===== config.mk =====
export PLATFORM = sky130hd
export DESIGN_NAME = encoder_position_pid_drive_unit
export DESIGN_NICKNAME = d
export VERILOG_FILES = /design/src/rtl/epd_pkg.sv /design/src/rtl/epd_csr.sv /design/src/rtl/epd_sequencer.sv /design/src/rtl/epd_datapath.sv /design/src/rtl/encoder_position_pid_drive_unit.sv
export SDC_FILE = /design/constraint.sdc
export NUM_CORES = 2
export LEC_CHECK = 0
export ABC_AREA = 1
export BUFFER_PORTS_ARGS = -buffer_cell sky130_fd_sc_hd__buf_2
export CAP_MARGIN = 40
export CORE_MARGIN = 2
export CORE_UTILIZATION = 45
export DETAILED_ROUTE_END_ITERATION = 8
export REMOVE_ABC_BUFFERS = 1
export SLEW_MARGIN = 20
export SYNTH_ARGS = -nofsm -noshare
export SYNTH_HDL_FRONTEND = slang
export SYNTH_SLANG_ARGS = --single-unit

===== constraint.sdc =====
create_clock -name clock -period 13.9 [get_ports clock]
set_input_delay 2.78 -clock clock [delete_from_list [all_inputs] [get_ports clock]]
set_output_delay 2.78 -clock clock [all_outputs]
set_load 0.01 [all_outputs]

===== src/rtl/epd_pkg.sv =====
`timescale 1ns / 1ps
// ----------------------------------------------------------------------------
// epd_pkg
// Shared types, register indexes and the microprogram of the encoder
// position PID drive.
// ----------------------------------------------------------------------------
package epd_pkg;

   localparam int CSR_INDEX_W = 4;
   localparam int PC_W        = 4;

   typedef enum logic [CSR_INDEX_W-1:0] {
      REG_PROP_GAIN   = 4'd0,
      REG_INTEG_GAIN  = 4'd1,
      REG_DERIV_GAIN  = 4'd2,
      REG_DEG_PER_CNT = 4'd3,
      REG_MAX_DRIVE   = 4'd4,
      REG_BOOST_THR   = 4'd5,
      REG_MIN_DRIVE   = 4'd6,
      REG_DEADBAND    = 4'd7
   } csr_reg_type;

   typedef struct packed {
      logic [23:0] prop_gain;
      logic [23:0] integ_gain;
      logic [23:0] deriv_gain;
      logic [23:0] degrees_per_count;
      logic [22:0] max_drive;
      logic [22:0] boost_threshold;
      logic [22:0] min_drive;
      logic [22:0] deadband;
   } cfg_type;

   // operand load: multiplier a/b pair
   typedef enum logic [2:0] {
      LD_NONE,
      LD_DELTA,   // count delta, degrees_per_count
      LD_ERR,     // e[n],   A0
      LD_E1,      // e[n-1], A1
      LD_E2       // e[n-2], A2
   } ld_sel_type;

   typedef enum logic [1:0] {
      ACC_HOLD,
      ACC_INIT,
      ACC_ADD
   } acc_op_type;

   typedef enum logic [2:0] {
      OP_NONE,
      OP_SETPT,
      OP_STEP,
      OP_POS,
      OP_ERR,
      OP_EFFORT,
      OP_SHAPE,
      OP_FIRST
   } alu_op_type;

   typedef enum logic [1:0] {
      JC_NEXT,
      JC_GOTO,
      JC_IDLE,
      JC_WAIT_OUT
   } jmp_cond_type;

   typedef struct packed {
      logic         req_ready;
      ld_sel_type   ld_sel;
      logic         mul_en;
      acc_op_type   acc_op;
      alu_op_type   alu_op;
      jmp_cond_type jmp_cond;
      logic [PC_W-1:0] jmp_target;
   } ctl_type;

   typedef struct packed {
      logic req_valid;
      logic first;
      logic out_busy;
   } cond_type;

   localparam logic [PC_W-1:0] PC_IDLE  = 4'd0;
   localparam logic [PC_W-1:0] PC_FIRST = 4'd13;

   localparam ctl_type CTL_NOP = '{
      req_ready:  1'b0,
      ld_sel:     LD_NONE,
      mul_en:     1'b0,
      acc_op:     ACC_HOLD,
      alu_op:     OP_NONE,
      jmp_cond:   JC_NEXT,
      jmp_target: PC_IDLE
   };

   function automatic ctl_type ucode(input logic [PC_W-1:0] pc);
      ctl_type w;
      w = CTL_NOP;
      case (pc)
         4'd0: begin
            w.req_ready  = 1'b1;
            w.jmp_cond   = JC_IDLE;
            w.jmp_target = PC_FIRST;
         end
         4'd1: begin
            w.ld_sel = LD_DELTA;
            w.alu_op = OP_SETPT;
         end
         4'd2: w.mul_en = 1'b1;
         4'd3: w.alu_op = OP_STEP;
         4'd4: w.alu_op = OP_POS;
         4'd5: w.alu_op = OP_ERR;
         4'd6: begin
            w.ld_sel = LD_ERR;
            w.acc_op = ACC_INIT;
         end
         4'd7: begin
            w.mul_en = 1'b1;
            w.ld_sel = LD_E1;
         end
         4'd8: begin
            w.mul_en = 1'b1;
            w.ld_sel = LD_E2;
            w.acc_op = ACC_ADD;
         end
         4'd9: begin
            w.mul_en = 1'b1;
            w.acc_op = ACC_ADD;
         end
         4'd10: w.acc_op = ACC_ADD;
         4'd11: w.alu_op = OP_EFFORT;
         4'd12: begin
            w.alu_op     = OP_SHAPE;
            w.jmp_cond   = JC_WAIT_OUT;
            w.jmp_target = PC_IDLE;
         end
         4'd13: begin
            w.alu_op     = OP_FIRST;
            w.jmp_cond   = JC_WAIT_OUT;
            w.jmp_target = PC_IDLE;
         end
         default: begin
            w.jmp_cond   = JC_GOTO;
            w.jmp_target = PC_IDLE;
         end
      endcase
      return w;
   endfunction

endpackage


===== src/rtl/epd_csr.sv =====
`timescale 1ns / 1ps
// ----------------------------------------------------------------------------
// epd_csr
// Configuration register file: gains, scale and drive shaping limits.
// ----------------------------------------------------------------------------
module epd_csr (
   input  logic                               clock,
   input  logic                               reset,
   input  logic                               csr_valid,
   output logic                               csr_ready,
   input  logic [epd_pkg::CSR_INDEX_W-1:0]    csr_index,
   input  logic [23:0]                        csr_data,
   output epd_pkg::cfg_type                   cfg
);

   epd_pkg::cfg_type cfg_ff, cfg_in;

   assign csr_ready = 1'b1;
   assign cfg       = cfg_ff;

   always_comb begin
      cfg_in = cfg_ff;
      if (csr_valid) begin
         case (csr_index)
            epd_pkg::REG_PROP_GAIN:   cfg_in.prop_gain         = csr_data;
            epd_pkg::REG_INTEG_GAIN:  cfg_in.integ_gain        = csr_data;
            epd_pkg::REG_DERIV_GAIN:  cfg_in.deriv_gain        = csr_data;
            epd_pkg::REG_DEG_PER_CNT: cfg_in.degrees_per_count = csr_data;
            epd_pkg::REG_MAX_DRIVE:   cfg_in.max_drive         = csr_data[22:0];
            epd_pkg::REG_BOOST_THR:   cfg_in.boost_threshold   = csr_data[22:0];
            epd_pkg::REG_MIN_DRIVE:   cfg_in.min_drive         = csr_data[22:0];
            epd_pkg::REG_DEADBAND:    cfg_in.deadband          = csr_data[22:0];
            default: ;
         endcase
      end
   end

   always_ff @(posedge clock) begin
      if (reset) begin
         cfg_ff.prop_gain         <= 24'd9830;
         cfg_ff.integ_gain        <= 24'd0;
         cfg_ff.deriv_gain        <= 24'd0;
         cfg_ff.degrees_per_count <= 24'd5760;
         cfg_ff.max_drive         <= 23'd3276800;
         cfg_ff.boost_threshold   <= 23'd983040;
         cfg_ff.min_drive         <= 23'd1310720;
         cfg_ff.deadband          <= 23'd65536;
      end else begin
         cfg_ff <= cfg_in;
      end
   end

endmodule


===== src/rtl/epd_sequencer.sv =====
`timescale 1ns / 1ps
// ----------------------------------------------------------------------------
// epd_sequencer
// Step counter and microcode ROM; issues one control word per cycle.
// ----------------------------------------------------------------------------
module epd_sequencer (
   input  logic               clock,
   input  logic               reset,
   input  epd_pkg::cond_type  cond,
   output epd_pkg::ctl_type   ctl
);

   logic [epd_pkg::PC_W-1:0] pc_ff, pc_in;

   assign ctl = epd_pkg::ucode(pc_ff);

   always_comb begin
      case (ctl.jmp_cond)
         epd_pkg::JC_NEXT: pc_in = pc_ff + 1'b1;
         epd_pkg::JC_GOTO: pc_in = ctl.jmp_target;
         epd_pkg::JC_IDLE: begin
            if (!cond.req_valid)  pc_in = pc_ff;
            else if (cond.first)  pc_in = ctl.jmp_target;
            else                  pc_in = pc_ff + 1'b1;
         end
         epd_pkg::JC_WAIT_OUT: pc_in = cond.out_busy ? pc_ff : ctl.jmp_target;
         default: pc_in = epd_pkg::PC_IDLE;
      endcase
   end

   always_ff @(posedge clock) begin
      if (reset) begin
         pc_ff <= epd_pkg::PC_IDLE;
      end else begin
         pc_ff <= pc_in;
      end
   end

endmodule


===== src/rtl/epd_datapath.sv =====
`timescale 1ns / 1ps
// ----------------------------------------------------------------------------
// epd_datapath
// Operand registers, shared multiplier, accumulator, saturating ALU,
// controller state and the result register.
// ----------------------------------------------------------------------------
module epd_datapath (
   input  logic               clock,
   input  logic               reset,
   input  epd_pkg::ctl_type   ctl,
   input  epd_pkg::cfg_type   cfg,
   output epd_pkg::cond_type  cond,
   input  logic               req_tvalid,
   input  logic [63:0]        req_tdata,
   output logic               rsp_tvalid,
   input  logic               rsp_tready,
   output logic [119:0]       rsp_tdata
);

   localparam logic signed [61:0] SAT_MAX = 62'sd2147483647;
   localparam logic signed [61:0] SAT_MIN = -62'sd2147483648;
   localparam logic signed [61:0] RND_HALF = 62'sd32768;

   function automatic logic signed [31:0] sat32(input logic signed [61:0] v);
      logic signed [31:0] r;
      if (v > SAT_MAX)      r = 32'sh7fffffff;
      else if (v < SAT_MIN) r = 32'sh80000000;
      else                  r = v[31:0];
      return r;
   endfunction

   logic [31:0]        count_ff, count_in;
   logic signed [31:0] sp_ff, sp_in;
   logic [31:0]        prev_count_ff, prev_count_in;
   logic               count_valid_ff, count_valid_in;
   logic signed [31:0] prev_sp_ff, prev_sp_in;
   logic signed [31:0] pos_ff, pos_in;
   logic signed [31:0] step_ff, step_in;
   logic signed [31:0] err_ff, err_in;
   logic signed [31:0] e1_ff, e1_in;
   logic signed [31:0] e2_ff, e2_in;
   logic signed [31:0] eff_ff, eff_in;
   logic signed [32:0] opa_ff, opa_in;
   logic signed [26:0] opb_ff, opb_in;
   logic signed [59:0] prod_ff, prod_in;
   logic signed [61:0] acc_ff, acc_in;
   logic               rsp_valid_ff, rsp_valid_in;
   logic [119:0]       rsp_data_ff, rsp_data_in;

   logic               req_accept;
   logic               out_busy;
   logic [31:0]        delta;
   logic [25:0]        a0_mag;
   logic [25:0]        a1_mag;
   logic signed [33:0] e_x, mx, bt, mn, db, drive, drive_abs;

   assign req_accept = req_tvalid & ctl.req_ready;
   assign out_busy   = rsp_valid_ff & ~rsp_tready;
   assign delta      = count_ff - prev_count_ff;
   assign a0_mag     = 26'(cfg.prop_gain) + 26'(cfg.integ_gain) + 26'(cfg.deriv_gain);
   assign a1_mag     = 26'(cfg.prop_gain) + 26'({cfg.deriv_gain, 1'b0});

   assign cond.req_valid = req_tvalid;
   assign cond.first     = ~count_valid_ff;
   assign cond.out_busy  = out_busy;

   assign rsp_tvalid = rsp_valid_ff;
   assign rsp_tdata  = rsp_data_ff;

   // drive shaping
   always_comb begin
      e_x = 34'(eff_ff);
      mx  = signed'({11'd0, cfg.max_drive});
      bt  = signed'({11'd0, cfg.boost_threshold});
      mn  = signed'({11'd0, cfg.min_drive});
      db  = signed'({11'd0, cfg.deadband});
      if (e_x > mx)       drive = mx;
      else if (e_x < -mx) drive = -mx;
      else                drive = e_x;
      if (e_x < bt && e_x > db)        drive = mn;
      else if (e_x > -bt && e_x < -db) drive = -mn;
      if (e_x < db && e_x > -db)       drive = '0;
      drive_abs = drive[33] ? -drive : drive;
   end

   always_comb begin
      count_in       = count_ff;
      sp_in          = sp_ff;
      prev_count_in  = prev_count_ff;
      count_valid_in = count_valid_ff;
      prev_sp_in     = prev_sp_ff;
      pos_in         = pos_ff;
      step_in        = step_ff;
      err_in         = err_ff;
      e1_in          = e1_ff;
      e2_in          = e2_ff;
      eff_in         = eff_ff;
      opa_in         = opa_ff;
      opb_in         = opb_ff;
      prod_in        = prod_ff;
      acc_in         = acc_ff;
      rsp_data_in    = rsp_data_ff;
      rsp_valid_in   = rsp_valid_ff & ~rsp_tready;

      if (req_accept) begin
         count_in = req_tdata[31:0];
         sp_in    = signed'(req_tdata[63:32]);
      end

      case (ctl.ld_sel)
         epd_pkg::LD_DELTA: begin
            opa_in = 33'(signed'(delta));
            opb_in = signed'({3'd0, cfg.degrees_per_count});
         end
         epd_pkg::LD_ERR: begin
            opa_in = 33'(err_ff);
            opb_in = signed'({1'b0, a0_mag});
         end
         epd_pkg::LD_E1: begin
            opa_in = 33'(e1_ff);
            opb_in = -signed'({1'b0, a1_mag});
         end
         epd_pkg::LD_E2: begin
            opa_in = 33'(e2_ff);
            opb_in = signed'({3'd0, cfg.deriv_gain});
         end
         default: ;
      endcase

      if (ctl.mul_en) prod_in = opa_ff * opb_ff;

      case (ctl.acc_op)
         epd_pkg::ACC_INIT: acc_in = RND_HALF;
         epd_pkg::ACC_ADD:  acc_in = acc_ff + 62'(prod_ff);
         default: ;
      endcase

      case (ctl.alu_op)
         epd_pkg::OP_SETPT: begin
            prev_count_in = count_ff;
            if (sp_ff != prev_sp_ff) begin
               pos_in     = '0;
               prev_sp_in = sp_ff;
            end
         end
         epd_pkg::OP_STEP: step_in = sat32(62'(prod_ff));
         epd_pkg::OP_POS:  pos_in  = sat32(62'(pos_ff) + 62'(step_ff));
         epd_pkg::OP_ERR:  err_in  = sat32(62'(sp_ff) - 62'(pos_ff));
         epd_pkg::OP_EFFORT: begin
            eff_in = sat32((acc_ff >>> 16) + 62'(eff_ff));
            e2_in  = e1_ff;
            e1_in  = err_ff;
         end
         epd_pkg::OP_SHAPE: begin
            if (!out_busy) begin
               rsp_valid_in = 1'b1;
               rsp_data_in  = {eff_ff, step_ff, pos_ff, ~drive[33], drive_abs[22:0]};
            end
         end
         epd_pkg::OP_FIRST: begin
            if (!out_busy) begin
               prev_count_in  = count_ff;
               count_valid_in = 1'b1;
               rsp_valid_in   = 1'b1;
               rsp_data_in    = {32'd0, 32'd0, pos_ff, 1'b1, 23'd0};
            end
         end
         default: ;
      endcase
   end

   always_ff @(posedge clock) begin
      if (reset) begin
         prev_count_ff  <= '0;
         count_valid_ff <= 1'b0;
         prev_sp_ff     <= '0;
         pos_ff         <= '0;
         e1_ff          <= '0;
         e2_ff          <= '0;
         eff_ff         <= '0;
         rsp_valid_ff   <= 1'b0;
      end else begin
         prev_count_ff  <= prev_count_in;
         count_valid_ff <= count_valid_in;
         prev_sp_ff     <= prev_sp_in;
         pos_ff         <= pos_in;
         e1_ff          <= e1_in;
         e2_ff          <= e2_in;
         eff_ff         <= eff_in;
         rsp_valid_ff   <= rsp_valid_in;
      end
   end

   always_ff @(posedge clock) begin
      count_ff    <= count_in;
      sp_ff       <= sp_in;
      step_ff     <= step_in;
      err_ff      <= err_in;
      opa_ff      <= opa_in;
      opb_ff      <= opb_in;
      prod_ff     <= prod_in;
      acc_ff      <= acc_in;
      rsp_data_ff <= rsp_data_in;
   end

endmodule


===== src/rtl/encoder_position_pid_drive_unit.sv =====
`timescale 1ns / 1ps
// ----------------------------------------------------------------------------
// encoder_position_pid_drive_unit
// Encoder position estimate, incremental PID and drive shaping per tick.
// ----------------------------------------------------------------------------
// One word on req is one control tick. A normal tick runs the 13 steps of the
// microprogram from acceptance to the result word loading rsp; they put the
// position scaling and the three PID products through one shared 33x27
// multiplier, and the PID products through the accumulator. The next word can
// be taken at the earliest in the cycle after that. The very first tick after
// reset only captures the counter, in a step of its own. A result left waiting
// on rsp holds the final step until it is taken; the next tick may already be
// computing meanwhile. Configuration writes are accepted in any cycle and
// should be issued while the block is idle.
module encoder_position_pid_drive_unit (
   input  logic                             clock,
   input  logic                             reset,
   input  logic                             req_tvalid,
   output logic                             req_tready,
   // [31:0] encoder_count, [63:32] setpoint
   input  logic [63:0]                      req_tdata,
   output logic                             rsp_tvalid,
   input  logic                             rsp_tready,
   // [22:0] drive_magnitude, [23] drive_forward, [55:24] position,
   // [87:56] position_step, [119:88] effort
   output logic [119:0]                     rsp_tdata,
   input  logic                             csr_valid,
   output logic                             csr_ready,
   input  logic [epd_pkg::CSR_INDEX_W-1:0]  csr_index,
   input  logic [23:0]                      csr_data
);

   epd_pkg::cfg_type  cfg;
   epd_pkg::ctl_type  ctl;
   epd_pkg::cond_type cond;

   assign req_tready = ctl.req_ready;

   epd_csr u_csr (
      .clock     (clock),
      .reset     (reset),
      .csr_valid (csr_valid),
      .csr_ready (csr_ready),
      .csr_index (csr_index),
      .csr_data  (csr_data),
      .cfg       (cfg)
   );

   epd_sequencer u_seq (
      .clock (clock),
      .reset (reset),
      .cond  (cond),
      .ctl   (ctl)
   );

   epd_datapath u_dp (
      .clock      (clock),
      .reset      (reset),
      .ctl        (ctl),
      .cfg        (cfg),
      .cond       (cond),
      .req_tvalid (req_tvalid),
      .req_tdata  (req_tdata),
      .rsp_tvalid (rsp_tvalid),
      .rsp_tready (rsp_tready),
      .rsp_tdata  (rsp_tdata)
   );

   // one tick at a time: no second word right behind an accepted one
   a_no_back_to_back: assert property (@(posedge clock) disable iff (reset)
      req_tvalid && req_tready |=> !req_tready)
      else $error("req accepted in consecutive cycles");

   // reverse drive always carries a nonzero magnitude
   a_reverse_nonzero: assert property (@(posedge clock) disable iff (reset)
      rsp_tvalid && !rsp_tdata[23] |-> rsp_tdata[22:0] != 23'd0)
      else $error("reverse drive with zero magnitude");

   // nothing pending on rsp right after reset
   a_rsp_idle_after_reset: assert property (@(posedge clock)
      $past(reset) |-> !rsp_tvalid)
      else $error("rsp valid right after reset");

   // no new tick starts while the sequencer is busy with the output step
   a_ready_only_when_free: assert property (@(posedge clock) disable iff (reset)
      rsp_tvalid && !rsp_tready && !req_tready |=> !(req_tvalid && req_tready)
         || !rsp_tvalid || rsp_tready)
      else $error("tick accepted during output stall");

endmodule

==> impl_results.md <==
- Post-CTS Setup Bufs: 0
- Asr flop ratio synth: 0
- Global-route wire length before repair: 409.6 mm
- Critical Path RT: 14.38 ns
- Yosys top cell by area: fa_1
- Yosys top cell area share: 0.2162
- Longest Clk Path Bufs: 3
- Drc violations: 0
- Max Freq: 128.5 MHz
- DP HPWL: 210.1 mm
- Vias per cell: 5.314
- Hold WS: 0.4498 ns
- Final cell count without fillers: 13190
- Startpoint Class: flop
- Clock Skew: about 0.052 ns
- Outcome: completed
- Register area share after synthesis: 0.2471
- Total CTS buffers: 95
- Core region area: 0.1848 mm^2
- Syn. warnings: 0
- Hold WC Path Type: flop to flop
- Post-CTS resize count: 0
- Crit path time final: between 7 and 8 ns
- Vias: between 70000 and 80000
- Later-pin clock latency in the skew report: 0.75 ns
- CTS tree: done
- Die area: 0.1888 mm^2
- Synth cell types: 64
- Final Core Density: 0.4909
- Starting DRT DRC Count: 5513
- Std cell rows: 158
- Cell mode on critical path: fa_1
- Final worst path period share: 0.5597
- Area Growth Syn to Fin: 8.778%
- Vias in the first global route: 70410
- Worst-path fanout max: 18
- Slew @ Worst Pin: roughly 0.94 ns
- Share of cells above drive strength 1: 0.05751
- Grt ovf: 0
- CP Cell Sequence: buf_4 > nand2_1 > inv_1 > fa_1 > inv_1 > fa_1 > fa_1 > inv_1 > fa_1 > fa_1 > fa_1 > inv_1 > fa_1 > inv_1 > ha_1 > a21oi_1 > o21a_1 > o21ai_0 > a21oi_1 > o2111ai_1 > xor2_1
- Synth area leaders: fa_1, edfxtp_1, inv_1
- Unrepaired setup endpoints after global routing: false
- Cell area after synthesis: 0.08342 mm^2
- Critical path class: flop to flop
- Crit-path slowest cell: edfxtp_1
- DIE HEIGHT: approximately 430 um
- Total of max-cap violations: 0
- TritonCTS Sinks: 815
- WP data arrival: 8.26 ns
- Root Driver: clkbuf_16
- GPL Wtd Cong: 0.9840
- Die span in x: around 430 um
- Synth Area per Inst: roughly 8 um^2
- DR WL/cell: 20.34 um
- Slew Viols, Final: 0
- FF+latch count, synth: 815
- Total wire length: roughly 270 mm
- Top FF cell, synth: edfxtp_1
- PortBufs: 218
- Peak per-stage delay on the critical path: just under 0.9 ns
- Nets: 12270
- Post-Syn Instances: between 10000 and 15000
- Drt first pass iters: 6
- Fin. Hold Viols: 0
- Most common cell after layout, fill and taps aside: inv_1
- Max-Slew Margin vs Limit: 0.3699
- Post-synth EDFFs: between 400 and 500
- Endpoints failing setup: 0
- Placed insts: roughly 13000
- Total track usage: 0.2826
- Hold buffers post-CTS: 0
- Commonest cells after routing, fill and taps aside: inv_1, nand2_1, fa_1
- # H-tree levels: 3
- Fin Setup TNS: 0 ns
- Initial antenna violation count: 11
- Initial core utilization: 0.4513
- Clock slew at reported path FFs: about 0.070 ns
- Filler cells: 18020
- Routed Antenna Nets: 0
- I/O pin cnt: 220
- Largest net degree at the start of global routing: around 140
- CP Capture Type: flop
[final cells by class]
| cell class | instances | area, um^2 | share of cell area |
|---|---|---|---|
| repair buffers | 346 | 2288 | 0.02522 |
| clock inverters | 49 | 680.7 | 0.007501 |
| clock buffers | 131 | 2678 | 0.02951 |
| diodes | 2 | 5.005 | 0.00005516 |
| inverters | 2235 | 8398 | 0.09255 |
| flip-flops and latches | 815 | 20610 | 0.2271 |
| multi-input cells | 7135 | 52980 | 0.5838 |
| well taps | 2480 | 3103 | 0.03420 |
[path summary, 6_finish.rpt]
| kind | start | endpoint | slack, ns | cells after the start |
|---|---|---|---|---|
| setup / recovery | u_dp.opb_ff[10] | u_dp.prod_ff[56] | 6.12 | 21 |
| hold / removal | u_csr.cfg[98] | u_csr.cfg[98] | 0.45 | 2 |
| setup reg to reg | u_dp.opb_ff[10] | u_dp.prod_ff[56] | 6.12 | 21 |
| hold reg to reg | u_csr.cfg[98] | u_csr.cfg[98] | 0.45 | 2 |
[flip-flops by register name, summed over array words and instances (netlist names), 60 cells and up]
signal,count
u_dp.acc_ff,62
u_dp.rsp_tdata,120
u_dp.prod_ff,60
u_csr.cfg,188
[per-stage QoR]
step / setup slack, ns / instance area (um^2)
global placement: 5.208 / 86960
global route: 5.725 / 90740
floorplan: 5.059 / 81890
CTS: 5.740 / 90680
detailed placement: 5.755 / 87320
finish: 6.121 / 90740
[critical path: cells and delay by family, from the launching register on]
kind / cells / cell delay [ns]
AO/OA/AOI/OAI: 5 / 0.98
XOR/XNOR: 1 / 0.18
adder cells (fa/ha/maj): 8 / 4.02
buffers and inverters: 6 / 1.34
flip-flops: 1 / 0.88
AND/OR/NAND/NOR: 1 / 0.08
[layer usage]
metal  vias to the layer above  part of all wire  track usage
met1                     34040              0.43       0.3769
met5                         -           0.00015            0
met2                      2176              0.46       0.4647
met4                         6             0.043       0.1077
met3                       508             0.062      0.04054
li1                      33380                 -            -
[kinds of logic after synthesis]
group / after synthesis / share of synthesized area
AO/OA/AOI/OAI: 1882 / 0.1230
XOR/XNOR: 298 / 0.03129
adder cells (fa/ha/maj): 1546 / 0.3130
buffers and inverters: 2607 / 0.1189
flip-flops: 815 / 0.2471
other: 1 / 0.00004495
AND/OR/NAND/NOR: 3408 / 0.1667
[synthesized netlist by cell type, types with 43 or more instances]
master,instances
a31oi_1,68
nor3_1,71
dfxtp_1,386
fa_1,901
clkbuf_1,334
o2111ai_1,44
a21oi_1,875
o21ai_1,43
nor2_1,675
nand3_1,246
inv_1,2220
ha_1,645
nand2_1,2190
nand4_1,92
o21a_1,56
xor2_1,194
edfxtp_1,429
xnor2_1,104
o21ai_0,630
Power is not shown: default switching activity piles up to over one toggle a cycle in this logic, so the estimate is an artifact.
